## src/rtl/priority_task_queue_macros.svh

```systemverilog
// Assertion helpers used by the queue datapath.
`ifndef PRIORITY_TASK_QUEUE_MACROS_SVH
`define PRIORITY_TASK_QUEUE_MACROS_SVH

// Checked on every clock edge outside reset.
`define PTQ_ASSERT(lbl, prop, msg) \
  lbl: assert property (@(posedge clk_i) disable iff (!rst_ni) (prop)) else $error(msg);

// Checked on every clock edge, reset included.
`define PTQ_ASSERT_ALWAYS(lbl, prop, msg) \
  lbl: assert property (@(posedge clk_i) (prop)) else $error(msg);

`endif

```

## src/rtl/ptq_pkg.sv

```systemverilog
`default_nettype none

package ptq_pkg;

  localparam int QUEUE_DEPTH_DEF = 16;

  localparam int PRI_W   = 8;
  localparam int HND_W   = 4;
  localparam int ARG_W   = 32;
  localparam int ENTRY_W = 5;
  localparam int STAT_W  = 2;

  localparam int IN_TDATA_W  = 48;
  localparam int OUT_TDATA_W = 56;

  // Request kinds carried in the input tuser.
  localparam logic REQ_INSERT = 1'b0;
  localparam logic REQ_REMOVE = 1'b1;

  // Result status codes.
  localparam logic [STAT_W-1:0] ST_OK    = 2'd0;
  localparam logic [STAT_W-1:0] ST_FULL  = 2'd1;
  localparam logic [STAT_W-1:0] ST_EMPTY = 2'd2;

  // Read address selects.
  localparam logic [1:0] RD_HEAD   = 2'd0;
  localparam logic [1:0] RD_IDX_M1 = 2'd1;
  localparam logic [1:0] RD_IDX_M2 = 2'd2;

  typedef struct packed {
    logic [PRI_W-1:0] pri;
    logic [HND_W-1:0] hnd;
    logic [ARG_W-1:0] arg;
  } slot_t;

  typedef struct packed {
    logic              load_req;
    logic              rd_en;
    logic [1:0]        rd_sel;
    logic              wr_shift;
    logic              wr_new;
    logic              dec_idx;
    logic              pop;
    logic              finish;
    logic [STAT_W-1:0] status;
  } cmd_t;

  typedef struct packed {
    logic req_remove;
    logic full;
    logic empty;
    logic idx_zero;
    logic idx_one;
    logic prio_le;
    logic out_free;
  } sts_t;

endpackage

`default_nettype wire

```

## src/rtl/ptq_ctrl.sv

```systemverilog
`default_nettype none

module ptq_ctrl (
  input  wire            clk_i,
  input  wire            rst_ni,
  input  wire            in_valid_i,
  output logic           in_ready_o,
  input  ptq_pkg::sts_t  sts_i,
  output ptq_pkg::cmd_t  cmd_o
);

  localparam logic [2:0] S_IDLE = 3'd0;
  localparam logic [2:0] S_DISP = 3'd1;
  localparam logic [2:0] S_INS  = 3'd2;
  localparam logic [2:0] S_PUT  = 3'd3;
  localparam logic [2:0] S_REM  = 3'd4;
  localparam logic [2:0] S_FIN  = 3'd5;

  logic [2:0]                 state_q, state_d;
  logic [ptq_pkg::STAT_W-1:0] fin_st_q, fin_st_d;

  always_comb begin
    state_d    = state_q;
    fin_st_d   = fin_st_q;
    in_ready_o = 1'b0;
    cmd_o      = '0;
    case (state_q)
      S_IDLE: begin
        in_ready_o = 1'b1;
        if (in_valid_i) begin
          cmd_o.load_req = 1'b1;
          state_d        = S_DISP;
        end
      end
      S_DISP: begin
        if (sts_i.req_remove) begin
          if (sts_i.empty) begin
            fin_st_d = ptq_pkg::ST_EMPTY;
            state_d  = S_FIN;
          end else begin
            cmd_o.rd_en  = 1'b1;
            cmd_o.rd_sel = ptq_pkg::RD_HEAD;
            state_d      = S_REM;
          end
        end else if (sts_i.full) begin
          fin_st_d = ptq_pkg::ST_FULL;
          state_d  = S_FIN;
        end else if (sts_i.idx_zero) begin
          cmd_o.wr_new = 1'b1;
          fin_st_d     = ptq_pkg::ST_OK;
          state_d      = S_FIN;
        end else begin
          cmd_o.rd_en  = 1'b1;
          cmd_o.rd_sel = ptq_pkg::RD_IDX_M1;
          state_d      = S_INS;
        end
      end
      S_INS: begin
        if (sts_i.prio_le) begin
          cmd_o.wr_shift = 1'b1;
          cmd_o.dec_idx  = 1'b1;
          if (sts_i.idx_one) begin
            state_d = S_PUT;
          end else begin
            cmd_o.rd_en  = 1'b1;
            cmd_o.rd_sel = ptq_pkg::RD_IDX_M2;
          end
        end else begin
          cmd_o.wr_new = 1'b1;
          fin_st_d     = ptq_pkg::ST_OK;
          state_d      = S_FIN;
        end
      end
      S_PUT: begin
        cmd_o.wr_new = 1'b1;
        fin_st_d     = ptq_pkg::ST_OK;
        state_d      = S_FIN;
      end
      S_REM: begin
        cmd_o.pop = 1'b1;
        fin_st_d  = ptq_pkg::ST_OK;
        state_d   = S_FIN;
      end
      S_FIN: begin
        if (sts_i.out_free) begin
          cmd_o.finish = 1'b1;
          cmd_o.status = fin_st_q;
          state_d      = S_IDLE;
        end
      end
      default: begin
        state_d = S_IDLE;
      end
    endcase
  end

  always_ff @(posedge clk_i or negedge rst_ni) begin
    if (!rst_ni) begin
      state_q  <= S_IDLE;
      fin_st_q <= ptq_pkg::ST_OK;
    end else begin
      state_q  <= state_d;
      fin_st_q <= fin_st_d;
    end
  end

endmodule

`default_nettype wire

```

## src/rtl/ptq_datapath.sv

```systemverilog
`default_nettype none
`include "priority_task_queue_macros.svh"

module ptq_datapath #(
  parameter int QUEUE_DEPTH = ptq_pkg::QUEUE_DEPTH_DEF
) (
  input  wire                          clk_i,
  input  wire                          rst_ni,
  input  ptq_pkg::cmd_t                cmd_i,
  output ptq_pkg::sts_t                sts_o,
  input  wire                          req_type_i,
  input  wire [ptq_pkg::PRI_W-1:0]     priority_req_i,
  input  wire [ptq_pkg::HND_W-1:0]     handler_id_i,
  input  wire [ptq_pkg::ARG_W-1:0]     argument_i,
  input  wire                          out_ready_i,
  output logic                         out_valid_o,
  output logic [ptq_pkg::STAT_W-1:0]   status_o,
  output logic [ptq_pkg::PRI_W-1:0]    out_priority_o,
  output logic [ptq_pkg::HND_W-1:0]    out_handler_o,
  output logic [ptq_pkg::ARG_W-1:0]    out_argument_o,
  output logic [ptq_pkg::ENTRY_W-1:0]  entry_count_o
);

  localparam int LW = $clog2(QUEUE_DEPTH);
  localparam int CW = $clog2(QUEUE_DEPTH + 1);

  // Map a position in queue order onto a slot of the circular store.
  function automatic logic [LW-1:0] phys(input logic [LW-1:0] head, input logic [LW-1:0] pos);
    logic [LW:0] sum;
    sum = {1'b0, head} + {1'b0, pos};
    if (sum >= (LW+1)'(QUEUE_DEPTH)) begin
      sum = sum - (LW+1)'(QUEUE_DEPTH);
    end
    return sum[LW-1:0];
  endfunction

  ptq_pkg::slot_t mem [QUEUE_DEPTH];
  ptq_pkg::slot_t rdata_q;

  logic                        req_type_q;
  ptq_pkg::slot_t              req_q;
  ptq_pkg::slot_t              pop_q;
  logic [LW-1:0]               idx_q;
  logic [LW-1:0]               head_q;
  logic [CW-1:0]               count_q;
  logic                        out_valid_q;
  logic [ptq_pkg::STAT_W-1:0]  out_status_q;
  ptq_pkg::slot_t              out_slot_q;
  logic [CW-1:0]               out_count_q;

  logic [LW-1:0]   rd_pos;
  logic [LW-1:0]   rd_addr;
  logic [LW-1:0]   wr_addr;
  logic            wr_en;
  ptq_pkg::slot_t  wr_data;

  always_comb begin
    case (cmd_i.rd_sel)
      ptq_pkg::RD_IDX_M1: rd_pos = idx_q - LW'(1);
      ptq_pkg::RD_IDX_M2: rd_pos = idx_q - LW'(2);
      default:            rd_pos = '0;
    endcase
  end

  assign rd_addr = phys(head_q, rd_pos);
  assign wr_addr = phys(head_q, idx_q);
  assign wr_en   = cmd_i.wr_shift | cmd_i.wr_new;
  assign wr_data = cmd_i.wr_shift ? rdata_q : req_q;

  always_ff @(posedge clk_i) begin
    if (wr_en) begin
      mem[wr_addr] <= wr_data;
    end
    if (cmd_i.rd_en) begin
      rdata_q <= mem[rd_addr];
    end
  end

  // Request, index, popped task and result payload.
  always_ff @(posedge clk_i) begin
    if (cmd_i.load_req) begin
      req_type_q <= req_type_i;
      req_q      <= '{pri: priority_req_i, hnd: handler_id_i, arg: argument_i};
      idx_q      <= count_q[LW-1:0];
      pop_q      <= '0;
    end else begin
      if (cmd_i.dec_idx) begin
        idx_q <= idx_q - LW'(1);
      end
      if (cmd_i.pop) begin
        pop_q <= rdata_q;
      end
    end
    if (cmd_i.finish) begin
      out_status_q <= cmd_i.status;
      out_slot_q   <= pop_q;
      out_count_q  <= count_q;
    end
  end

  always_ff @(posedge clk_i or negedge rst_ni) begin
    if (!rst_ni) begin
      count_q     <= '0;
      head_q      <= '0;
      out_valid_q <= 1'b0;
    end else begin
      if (cmd_i.wr_new) begin
        count_q <= count_q + CW'(1);
      end else if (cmd_i.pop) begin
        count_q <= count_q - CW'(1);
        head_q  <= phys(head_q, LW'(1));
      end
      if (cmd_i.finish) begin
        out_valid_q <= 1'b1;
      end else if (out_ready_i) begin
        out_valid_q <= 1'b0;
      end
    end
  end

  assign sts_o.req_remove = (req_type_q == ptq_pkg::REQ_REMOVE);
  assign sts_o.full       = (count_q >= CW'(QUEUE_DEPTH));
  assign sts_o.empty      = (count_q == '0);
  assign sts_o.idx_zero   = (idx_q == '0);
  assign sts_o.idx_one    = (idx_q == LW'(1));
  assign sts_o.prio_le    = (rdata_q.pri <= req_q.pri);
  assign sts_o.out_free   = !out_valid_q || out_ready_i;

  assign out_valid_o    = out_valid_q;
  assign status_o       = out_status_q;
  assign out_priority_o = out_slot_q.pri;
  assign out_handler_o  = out_slot_q.hnd;
  assign out_argument_o = out_slot_q.arg;
  assign entry_count_o  = ptq_pkg::ENTRY_W'(out_count_q);

  `PTQ_ASSERT_ALWAYS(a_count_bound, count_q <= CW'(QUEUE_DEPTH), "task count beyond queue depth")
  `PTQ_ASSERT(a_no_grow_and_pop, !(cmd_i.wr_new && cmd_i.pop), "insert and pop in one cycle")
  `PTQ_ASSERT(a_finish_free, cmd_i.finish |-> (!out_valid_q || out_ready_i), "result overwritten")
  `PTQ_ASSERT(a_pop_count, cmd_i.pop |=> (count_q == $past(count_q) - CW'(1)), "pop lost count")

endmodule

`default_nettype wire

```

## src/rtl/priority_task_queue.sv

```systemverilog
// An insert walks the slot memory from the tail towards the head, one slot per cycle,
// moving each stored task it passes up one slot, then writes the new task; one into an
// empty queue is written directly. A remove pops the head task, and a full insert or an
// empty remove returns only its status. One item is processed at a time, so the walk
// limits throughput. Reset clears the task count, head pointer and output valid.
`default_nettype none

module priority_task_queue #(
  parameter int QUEUE_DEPTH = ptq_pkg::QUEUE_DEPTH_DEF
) (
  input  wire                                clk_i,
  input  wire                                rst_ni,
  // Input stream.
  input  wire                                s_axis_tvalid,
  output logic                               s_axis_tready,
  // tdata: priority_req[7:0], handler_id[11:8], argument[43:12], zero pad above.
  input  wire [ptq_pkg::IN_TDATA_W-1:0]      s_axis_tdata,
  // tuser: req_type[0].
  input  wire                                s_axis_tuser,
  // Result stream.
  output logic                               m_axis_tvalid,
  input  wire                                m_axis_tready,
  // tdata: out_priority[7:0], out_handler[11:8], out_argument[43:12],
  // entry_count[48:44], zero pad above.
  output logic [ptq_pkg::OUT_TDATA_W-1:0]    m_axis_tdata,
  // tuser: status[1:0].
  output logic [ptq_pkg::STAT_W-1:0]         m_axis_tuser
);

  localparam int PRI_LO = 0;
  localparam int HND_LO = PRI_LO + ptq_pkg::PRI_W;
  localparam int ARG_LO = HND_LO + ptq_pkg::HND_W;
  localparam int CNT_LO = ARG_LO + ptq_pkg::ARG_W;
  localparam int PAD_LO = CNT_LO + ptq_pkg::ENTRY_W;

  // The controller sequences each item; the datapath owns the slot memory,
  // the circular head pointer, the task count and the result register.
  ptq_pkg::cmd_t cmd;
  ptq_pkg::sts_t sts;

  logic [ptq_pkg::PRI_W-1:0]   out_priority;
  logic [ptq_pkg::HND_W-1:0]   out_handler;
  logic [ptq_pkg::ARG_W-1:0]   out_argument;
  logic [ptq_pkg::ENTRY_W-1:0] entry_count;

  ptq_ctrl u_ctrl (
    .clk_i      (clk_i),
    .rst_ni     (rst_ni),
    .in_valid_i (s_axis_tvalid),
    .in_ready_o (s_axis_tready),
    .sts_i      (sts),
    .cmd_o      (cmd)
  );

  ptq_datapath #(
    .QUEUE_DEPTH (QUEUE_DEPTH)
  ) u_datapath (
    .clk_i          (clk_i),
    .rst_ni         (rst_ni),
    .cmd_i          (cmd),
    .sts_o          (sts),
    .req_type_i     (s_axis_tuser),
    .priority_req_i (s_axis_tdata[HND_LO-1:PRI_LO]),
    .handler_id_i   (s_axis_tdata[ARG_LO-1:HND_LO]),
    .argument_i     (s_axis_tdata[CNT_LO-1:ARG_LO]),
    .out_ready_i    (m_axis_tready),
    .out_valid_o    (m_axis_tvalid),
    .status_o       (m_axis_tuser),
    .out_priority_o (out_priority),
    .out_handler_o  (out_handler),
    .out_argument_o (out_argument),
    .entry_count_o  (entry_count)
  );

  // Pack the result fields, lowest field first, zeros up to the byte boundary.
  assign m_axis_tdata[HND_LO-1:PRI_LO]                   = out_priority;
  assign m_axis_tdata[ARG_LO-1:HND_LO]                   = out_handler;
  assign m_axis_tdata[CNT_LO-1:ARG_LO]                   = out_argument;
  assign m_axis_tdata[PAD_LO-1:CNT_LO]                   = entry_count;
  assign m_axis_tdata[ptq_pkg::OUT_TDATA_W-1:PAD_LO]     = '0;

endmodule

`default_nettype wire
```

## config.mk

```make
export PLATFORM = sky130hd
export DESIGN_NAME = priority_task_queue
export DESIGN_NICKNAME = d
export VERILOG_FILES = /design/src/rtl/ptq_pkg.sv /design/src/rtl/ptq_ctrl.sv /design/src/rtl/ptq_datapath.sv /design/src/rtl/priority_task_queue.sv
export VERILOG_INCLUDE_DIRS = /design/src /design/src/rtl
export SDC_FILE = /design/constraint.sdc
export NUM_CORES = 1
export LEC_CHECK = 0
export BUFFER_PORTS_ARGS = -buffer_cell sky130_fd_sc_hd__buf_2
export CORE_MARGIN = 5
export CORE_UTILIZATION = 48
export CTS_CLUSTER_DIAMETER = 200
export DETAILED_ROUTE_END_ITERATION = 10
export PLACE_DENSITY = 0.75
export REMOVE_ABC_BUFFERS = 1
export SYNTH_ARGS = -nofsm -noshare
export SYNTH_HDL_FRONTEND = slang
export SYNTH_SLANG_ARGS = --single-unit
```

## constraint.sdc

```tcl
create_clock -name clk_i -period 6 [get_ports clk_i]
set_input_delay 1.8 -clock clk_i [delete_from_list [all_inputs] [get_ports clk_i]]
set_output_delay 1.8 -clock clk_i [all_outputs]
set_load 0.02 [all_outputs]
```

==> run metrics, run 1 <==
Std-Cell Rows=98; internal power=0.0139 W; num ports=113; Non-Filler Instances=2794; DRC errors left=0; first-pass GRT wire length=113 mm; Setup-failing EPs final=0; Final Critical Period=5.30 ns; die area=77700 um^2; worst flop-to-flop path endpoint=u_datapath.rdata_q[37]; Post-DRT Antenna Nets=0; routed len/inst=27.1 um; Post-synth EDFFs=848; Hold Path Class=reg2reg; Core Area=71600 um^2; clock root cell=clkbuf_16; fin worst setup slack=0.696 ns; Worst IR Drop VDD=0.000401 V; Nets=1847; Comb power frac=26.9%; leak pwr=12.9 nW; Hold Slack=0.427 ns; die width=279 um; clock latency on the worst-skew pair=0.64 ns; Cell Area, Synth=34700 um^2; final worst-path cycle share=88.4%; Power Total=0.0195 W; sequential fraction of design power=42.5%; switching power=0.00560 W; Async S/R FF share, synth=1.65%; crit-path max FO=18; via count=16.4k; hold_sp=u_datapath.pop_q[22]; Post-Place Worst Slack=0.696 ns; port bufs=101; Seq/Total Area, Yosys=77.0%; share of cells above drive strength 1=32.2%; origin of the critical flop-to-flop path=u_datapath.rdata_q[43]; CP Launch Type=register; initial DRC count=1943; Critical Path RT=6.36 ns; Avg Cell Area, Syn=21.7 um^2; top_reg_cell synth=edfxtp_1; CTS buffer count=91; DP HPWL=39.1 mm; placed instance count=2624; clock buffer depth=3; number of synthesis warnings=0; RSZ-0062 raised after global routing=false; Slew headroom=12.6%; Syn Inst Count=1598; GR Util All Layers=19.6%; R2R cell count=15; WP data arrival=5.67 ns; Area Overhead vs Synth=14.5%; fmax=0.189 GHz; gp weighted congestion=0.809; run status=finished clean; routed vias/inst=5.86; Antenna diodes=0; Sw Ratio=28.7%; CP startpoint=u_datapath.rdata_q[43]; power per cell area=492 nW/um^2; actual slew at the worst max-slew pin=1.31 ns; Die Y=279 um; Worst setup EP type=register; Worst setup endpoint=u_datapath.rdata_q[37]; CTS tree=yes; htree depth=3; reg2reg setup slack=0.70 ns; gr ovfl total=0; vias in the first global route=17.2k; Seq cells post-synth=907; max capacitance violation total=0; number of setup buffers added after CTS=0; number of hold buffers added after cts=0; CP Class=reg2reg; post_cts resized=0; # fillers=5178; post-synth cell types=56; drt total wl=75.8 mm; Clock Sinks=907; largest net degree at the start of global routing=61; Final Skew=0.0166 ns; Fin. Hold Viols=0; Worst-path clk slew=0.06 ns; initial core utilization=48.4%; Final TNS setup=0 ns; final slew viol count=0; initial antenna violation count=1; TritonRoute pass-1 iters=6; clock share of power=30.6%
## per-layer routing
metal | track usage [%] | up-vias | part of all wire (%)
met4 | 6.06 | 0 | 2.7
met3 | 4.51 | 153 | 9.2
met1 | 26.8 | 8482 | 39
met5 | 0 | - | 0
met2 | 31.9 | 884 | 49
li1 | - | 6863 | -
## layout make-up
class                           count  area, um^2  share of cell area [%]
Timing Repair Buffer              151         993                    2.50
Tap cell                          950        1190                    2.99
Clock buffer                      104        2420                    6.09
Clock inverter                     66         776                    1.95
Multi-Input combinational cell    593        7530                    19.0
Inverter                           23        88.8                   0.224
Sequential cell                   907       26700                    67.3
## state kept, by name (all words and copies together) (netlist names), 3 cells and up
signal                     cells
u_datapath.mem               704
u_datapath.pop_q              44
u_datapath.rdata_q            44
u_datapath.req_q              44
u_datapath.out_argument_o     32
u_datapath.out_priority_o      8
u_datapath.count_q             5
u_datapath.entry_count_o       5
u_datapath.head_q              4
u_datapath.idx_q               4
u_datapath.out_handler_o       4
u_ctrl.state_q                 3
## how the worst min path moves through the flow
stage                                    end  slack [ns]  cells past startpoint
2_1_floorplan   u_datapath.out_argument_o[0]        0.41                      0
3_5_place_dp    u_datapath.out_argument_o[9]        0.42                      0
4_1_cts        u_datapath.out_argument_o[22]        0.43                      0
5_1_grt         u_datapath.out_argument_o[0]        0.44                      0
3_3_place_gp   u_datapath.out_argument_o[26]        0.42                      0
6_report       u_datapath.out_argument_o[22]        0.43                      0
## logic make-up (layout without fill, tap and decap cells)
| logic type | Yosys count | in the layout | synth area share [%] |
|---|---|---|---|
| flip-flops | 907 | 907 | 77.0 |
| multiplexers | 265 | 265 | 15.7 |
| AND/OR/NAND/NOR | 184 | 184 | 2.31 |
| buffers and inverters | 104 | 344 | 1.81 |
| AO/OA/AOI/OAI | 94 | 94 | 1.57 |
| adder cells (fa/ha/maj) | 27 | 27 | 1.04 |
| XOR/XNOR | 16 | 16 | 0.480 |
| other | 1 | 7 | 0.0108 |
## cell usage after synthesis, types with 5 or more instances
library cell,count,area (um^2)
a21oi_1,57,285
nand2b_1,6,37.5
buf_6,25,282
inv_1,23,86.3
and2_1,5,31.3
xnor2_1,10,87.6
clkbuf_1,34,128
dfxtp_1,44,881
ha_1,24,300
nand2_1,120,450
dfrtp_1,15,375
buf_2,10,50.1
buf_4,10,75.1
nor2_1,32,120
o21ai_0,14,70.1
mux4_2,219,4930
edfxtp_1,848,25500
mux2_2,38,428
a21o_1,6,45.0
## critical path, cell delays in order, from the launching register on
cell and delay (ns):
edfxtp_1 0.45, ha_1 0.34, nand4_1 0.13, nand2b_1 0.19
and2_1 0.20, nor4b_1 0.54, inv_1 0.09, ha_1 0.35
nor2_1 0.23, ha_1 0.28, a21o_1 0.17, a21oi_2 0.18
xor2_2 0.13, xnor2_4 0.83, buf_4 0.49, mux4_2 0.41
## power groups by stage
stage / clock network, W / registers (W) / logic (W)
after floorplan: 0 / 0.00847 / 0.00388
after global routing: 0.00637 / 0.00836 / 0.00568
after global placement: 0 / 0.00839 / 0.00517
final: 0.00599 / 0.00830 / 0.00525
after CTS: 0.00609 / 0.00830 / 0.00536
after detailed placement: 0 / 0.00841 / 0.00532
## stage by stage
stage	cell area (um^2)	util (%)
after global placement	36500	51.0
after detailed placement	36500	51.0
after floorplan	34200	-
after global routing	39700	55.5
after CTS	39700	55.5
final	39700	55.5
## layout by cell type, fill, tap and decap left out, types with 7 or more instances in the layout
master       n
clkbuf_8     7
buf_4       41
inv_6        7
bufinv_16   15
dfxtp_1     44
inv_1       22
buf_12       9
a21oi_1     56
ha_1        23
nor2_4      16
nor2_1      16
clkinv_1    13
mux4_2     219
clkinv_2    18
o21ai_0     14
conb_1       7
dfrtp_1     15
clkbuf_16   92
nand2_1    119
edfxtp_1   848
buf_2      101
mux2_2      38
xnor2_1      9
No activity file was read; power rests on OpenSTA's default activity.
==> inputs of run 2 (changes only) <==
RECOVER_POWER = 25   (was unset)
SKIP_LAST_GASP = 1   (was unset)
==> run 2 against run 1 <==
  * The run now ends with max-capacitance violations, max-slew violations left
  * Largest power group unchanged
  * Design area shrank 0.49%
  * Critical path depth is 8 lower
  * Worst hold slack hardly changed
  * Combinational power is 1% lower
  * Clock power is essentially flat
  * Count of clock-buffer cells in the layout is the same
  * First-iteration DRC count is 3.0% higher
  * Total power down 0.24%
==> run metrics, run 2 (synthesis results as in run 1) <==
run status=complete, but fails checks (was finished clean); violated checks=max-capacitance violations, max-slew violations; leak pwr=12.7 nW (was 12.9 nW); routed len/inst=27.1 um (about the same); clock latency on the worst-skew pair=0.65 ns (was 0.64 ns); clock root cell=clkbuf_16 (unchanged); largest net degree at the start of global routing=61 (unchanged); clock buffer depth=3 (unchanged); initial antenna violation count=1 (unchanged); placed inst area=36500 um^2 (unchanged); gr ovfl total=0 (unchanged); met1 Use GR=26.8% (unchanged); Worst IR Drop VDD=0.000399 V (was 0.000401 V); Antenna diodes=0 (unchanged); CP Cell Sequence=ha_1 > nor2b_1 > o211ai_1 > a21boi_0 > nor3_1 > buf_12 > mux2_1 (was ha_1 > nand4_1 > nand2b_1 > and2_1 > nor4b_1 > inv_1 > ha_1 > nor2_1 > ha_1 > a21o_1 > a21oi_2 > xor2_2 > xnor2_4 > buf_4 > mux4_2); hold depth=0 (unchanged); Worst-path clk slew=0.06 ns (about the same); critical path's top delay family=simple AND/OR/NAND/NOR gates (unchanged); htree depth=3 (unchanged); CTS buffer count=91 (unchanged); initial core utilization=48.4% (unchanged); power per cell area=493 nW/um^2 (was 492 nW/um^2); CP Launch Type=register (unchanged); drt total wl=75.6 mm (was 75.8 mm); TritonRoute pass-1 iters=6 (unchanged); vias in the first global route=17.2k (unchanged); max capacitance violation total=14 (was 0); DRC errors left=0 (unchanged); CTS tree=yes (unchanged); Core Area=71600 um^2 (unchanged); Clock Sinks=907 (unchanged); fin worst setup slack=0.585 ns (was 0.696 ns); most common cell after layout, fill and taps aside=edfxtp_1 (unchanged); share of cells above drive strength 1=28.0% (was 32.2%); design area=39500 um^2 (was 39700 um^2); hold_sp=u_datapath.pop_q[22] (unchanged); Largest Register=u_datapath.mem (unchanged); final worst-path cycle share=90.3% (was 88.4%); fin util=55.2% (was 55.5%); port bufs=101 (unchanged); final slew viol count=334 (was 0); Non-Filler Instances=2794 (unchanged); Area Overhead vs Synth=13.9% (was 14.5%); worst path bufs/invs=1 (was 2); GRT met2 Usage=31.9% (unchanged); WP data arrival=5.72 ns (was 5.67 ns); DP HPWL=39.1 mm (unchanged); met3 track demand over resource=4.51% (unchanged); Hold Path Sink=u_datapath.out_argument_o[22] (unchanged); initial DRC count=2001 (was 1943); first-pass GRT wire length=113 mm (unchanged); worst flop-to-flop path endpoint=u_datapath.mem[15][36] (was u_datapath.rdata_q[37]); placed instance count=2624 (unchanged); via count=16.4k (about the same); Worst setup EP type=register (unchanged); global routing's busiest layer=met2 (unchanged); routed vias/inst=5.86 (about the same); reg2reg setup slack=0.58 ns (was 0.70 ns); actual slew at the worst max-slew pin=4.38 ns (was 1.31 ns); CP startpoint=u_datapath.rdata_q[37] (was u_datapath.rdata_q[43]); Die Y=279 um (unchanged); Hold Path Class=reg2reg (unchanged); Nets=1847 (unchanged); number of hold buffers added after cts=0 (unchanged); most frequent cells in the layout=edfxtp_1, mux4_2, nand2_1 (unchanged); Final Skew=0.0208 ns (was 0.0166 ns); crit-path max FO=39 (was 18); # fillers=5237 (was 5178); number of setup buffers added after CTS=0 (unchanged); num ports=113 (unchanged); die width=279 um (unchanged); post_cts resized=0 (unchanged); RSZ-0062 raised after global routing=false (unchanged); Post-DRT Antenna Nets=0 (unchanged); gp weighted congestion=0.809 (unchanged); GR Util All Layers=19.6% (unchanged); slowest CP cell=nor3_1 (was xnor2_4); max reg flops=704 (unchanged); fmax=0.185 GHz (was 0.189 GHz); Fin. Hold Viols=0 (unchanged); origin of the critical flop-to-flop path=u_datapath.rdata_q[37] (was u_datapath.rdata_q[43]); Post-Place Worst Slack=0.696 ns (unchanged); Std-Cell Rows=98 (unchanged); critical path's largest stage delay=2.86 ns (was 0.83 ns); Slew headroom=-192% (was 12.6%); Final Critical Period=5.42 ns (was 5.30 ns); die area=77700 um^2 (unchanged); CP Class=reg2reg (unchanged); R2R cell count=7 (was 15); Setup-failing EPs final=0 (unchanged); Critical Path RT=6.31 ns (was 6.36 ns)
run 2: area by class of cell:
type,instances,area [um^2],area share (%)
Inverter,23,87.6,0.222
Clock inverter,66,776,1.96
Tap cell,950,1190,3.01
Multi-Input combinational cell,593,7430,18.8
Clock buffer,104,2420,6.12
Sequential cell,907,26700,67.6
Timing Repair Buffer,151,901,2.28
run 2: report_power, final:
part	internal, W	leakage (nW)	switching [W]
Combinational	0.00239	2.95	0.00278
Clock	0.00356	1.56	0.00242
Sequential	0.00796	8.22	0.000361
Total	0.0139	12.7	0.00557
run 2: worst max-delay path by stage:
stage	cells past startpoint	to	slack, ns
after global placement	16	u_datapath.rdata_q[37]	0.75
after global routing	7	u_datapath.mem[15][36]	0.29
after floorplan	11	u_datapath.rdata_q[43]	-4.23
final	7	u_datapath.mem[15][36]	0.58
after CTS	15	u_datapath.rdata_q[37]	0.69
after detailed placement	15	u_datapath.rdata_q[14]	0.70
run 2: metrics by stage:
stage          power [W]  TNS, ns  hold slack (ns)
2_1_floorplan     0.0124  -184.75            0.408
3_5_place_dp      0.0137        0            0.416
6_report          0.0195        0            0.427
3_3_place_gp      0.0136        0            0.415
4_1_cts           0.0197        0            0.431
5_1_grt           0.0204        0            0.436
run 2: layer usage:
layer,part of all wire (%),vias to the layer above,wire [um]
li1,-,6860,-
met1,39,8517,29500
met2,49,848,37400
met3,8.9,148,6750
met4,2.6,0,1980
met5,0,-,0
==> inputs of run 3 (changes only) <==
clock period = 6.6 ns   (was 6 ns; I/O delays follow)
==> run 3 against run 2 <==
  * The flow still finishes with violations (max-capacitance violations, max-slew violations)
  * Sequential power down 9.0%
  * Critical path depth up 1
  * Clock power down 14%
  * Combinational power down 7.3%
  * Critical path type unchanged
==> run metrics, run 3 (synthesis results as in run 1) <==
run status=complete, but fails checks (unchanged); violated checks=max-capacitance violations, max-slew violations (unchanged); CTS tree=yes (unchanged); RSZ-0062 raised after global routing=false (unchanged); met1 Use GR=27.5% (was 26.8%); TritonRoute pass-1 iters=5 (was 6); number of setup buffers added after CTS=0 (unchanged); initial antenna violation count=1 (unchanged); Hold Path Class=reg2reg (unchanged); first-pass GRT wire length=114 mm (was 113 mm); initial DRC count=1908 (was 2001); Final Skew=0.0246 ns (was 0.0208 ns); drt total wl=77.5 mm (was 75.6 mm); gp weighted congestion=0.796 (was 0.809); initial core utilization=48.4% (unchanged); R2R cell count=8 (was 7); origin of the critical flop-to-flop path=u_datapath.rdata_q[40] (was u_datapath.rdata_q[37]); Core Area=71600 um^2 (unchanged); worst flop-to-flop path endpoint=u_datapath.rdata_q[2] (was u_datapath.mem[15][36]); die area=77700 um^2 (unchanged); Std-Cell Rows=98 (unchanged); Die Y=279 um (unchanged); reg2reg setup slack=1.25 ns (was 0.58 ns); largest net degree at the start of global routing=63 (was 61); Clock Sinks=907 (unchanged); clock buffer depth=3 (unchanged); gr ovfl total=0 (unchanged); actual slew at the worst max-slew pin=4.29 ns (was 4.38 ns); Final Critical Period=5.35 ns (was 5.42 ns); Fin. Hold Viols=0 (unchanged); max reg flops=704 (unchanged); via count=16.5k (was 16.4k); Worst setup endpoint=u_datapath.rdata_q[2] (was u_datapath.mem[15][36]); Setup-failing EPs final=0 (unchanged); Slew headroom=-186% (was -192%); global routing's busiest layer=met2 (unchanged); Largest Register=u_datapath.mem (unchanged); Nets=1834 (was 1847); post_cts resized=0 (unchanged); GRT met2 Usage=32.3% (was 31.9%); number of hold buffers added after cts=0 (unchanged); met3 track demand over resource=4.46% (was 4.51%); port bufs=101 (unchanged); DP HPWL=37.2 mm (was 39.1 mm); clock root cell=clkbuf_16 (unchanged); clock latency on the worst-skew pair=0.65 ns (about the same); WP data arrival=5.50 ns (was 5.72 ns); most common cell after layout, fill and taps aside=edfxtp_1 (unchanged); Antenna diodes=0 (unchanged); share of cells above drive strength 1=26.3% (was 28.0%); Worst setup EP type=register (unchanged); fmax=0.187 GHz (was 0.185 GHz); Area Overhead vs Synth=13.2% (was 13.9%); Worst-path clk slew=0.06 ns (about the same); Critical Path RT=6.74 ns (was 6.31 ns); final slew viol count=235 (was 334); routed len/inst=27.9 um (was 27.1 um); Final TNS setup=0 ns (unchanged); Hold Slack=0.427 ns (about the same); leak pwr=12.6 nW (was 12.7 nW); max capacitance violation total=6 (was 14); Worst IR Drop VDD=0.000273 V (was 0.000399 V); routed vias/inst=5.94 (was 5.86); CTS buffer count=90 (was 91); final worst-path cycle share=81.1% (was 90.3%); htree depth=3 (unchanged); power per cell area=447 nW/um^2 (was 493 nW/um^2); Post-DRT Antenna Nets=0 (unchanged); CP Class=reg2reg (unchanged); Power Total=0.0175 W (was 0.0195 W); GR Util All Layers=19.7% (was 19.6%); DRC errors left=0 (unchanged); die width=279 um (unchanged); num ports=113 (unchanged); crit-path max FO=44 (was 39); hold_sp=u_datapath.pop_q[37] (was u_datapath.pop_q[22]); CP Launch Type=register (unchanged); most frequent cells in the layout=edfxtp_1, mux4_2, nand2_1 (unchanged); vias in the first global route=17.1k (was 17.2k); CP startpoint=u_datapath.rdata_q[40] (was u_datapath.rdata_q[37])
-- run 3: changes by cell type in the layout (fill, tap and decap cells not counted), sizes merged --
cell      change
buf           -9
inv           -5
bufinv        -4
clkinvlp      -3
clkinv        -1
clkbuf        +5
-- run 3: cell type report --
type                            instances  area [um^2]
Clock buffer                          112         2410
Clock inverter                         53          582
Fill cell                            5191        32300
Inverter                               23         87.6
Multi-Input combinational cell        593         7480
Sequential cell                       907        26700
Tap cell                              950         1190
Timing Repair Buffer                  139          810
-- run 3: stage by stage --
stage | cells | util (%) | worst slack, ns | cell area [um^2]
floorplan | 1523 | - | -3.63 | 34200
global placement | 2612 | 50.9 | 1.39 | 36400
detailed placement | 2612 | 50.9 | 1.36 | 36400
CTS | 2777 | 55.0 | 1.32 | 39400
global route | 2777 | 54.9 | 1.07 | 39300
finish | 2777 | 54.9 | 1.25 | 39300
-- run 3: worst min path at each step --
stage	end	slack, ns	cells after the start
4_1_cts	u_datapath.out_argument_o[31]	0.43	0
2_1_floorplan	u_datapath.out_argument_o[0]	0.41	0
3_5_place_dp	u_datapath.out_argument_o[18]	0.42	0
6_report	u_datapath.out_priority_o[1]	0.43	0
5_1_grt	u_datapath.out_argument_o[31]	0.43	0
3_3_place_gp	u_datapath.out_argument_o[3]	0.41	0
-- run 3: power by group --
part,internal [W],switching [W]
clock,0.00303,0.00215
combinational,0.00217,0.00263
sequential,0.00725,0.000316
-- run 3: layer usage --
layer,wire [um],vias up
li1,-,6824
met1,30100,8670
met2,38400,902
met3,7440,103
met4,1440,2
met5,13,-
-- run 3: critical path, cell delays in order (launching register included) --
cell	delay, ns
edfxtp_1	0.46
ha_1	0.32
nand4_1	0.13
nand2b_1	0.19
and2_0	0.20
nor2_1	0.23
nand4_1	0.19
a21oi_4	0.16
clkbuf_1	2.94
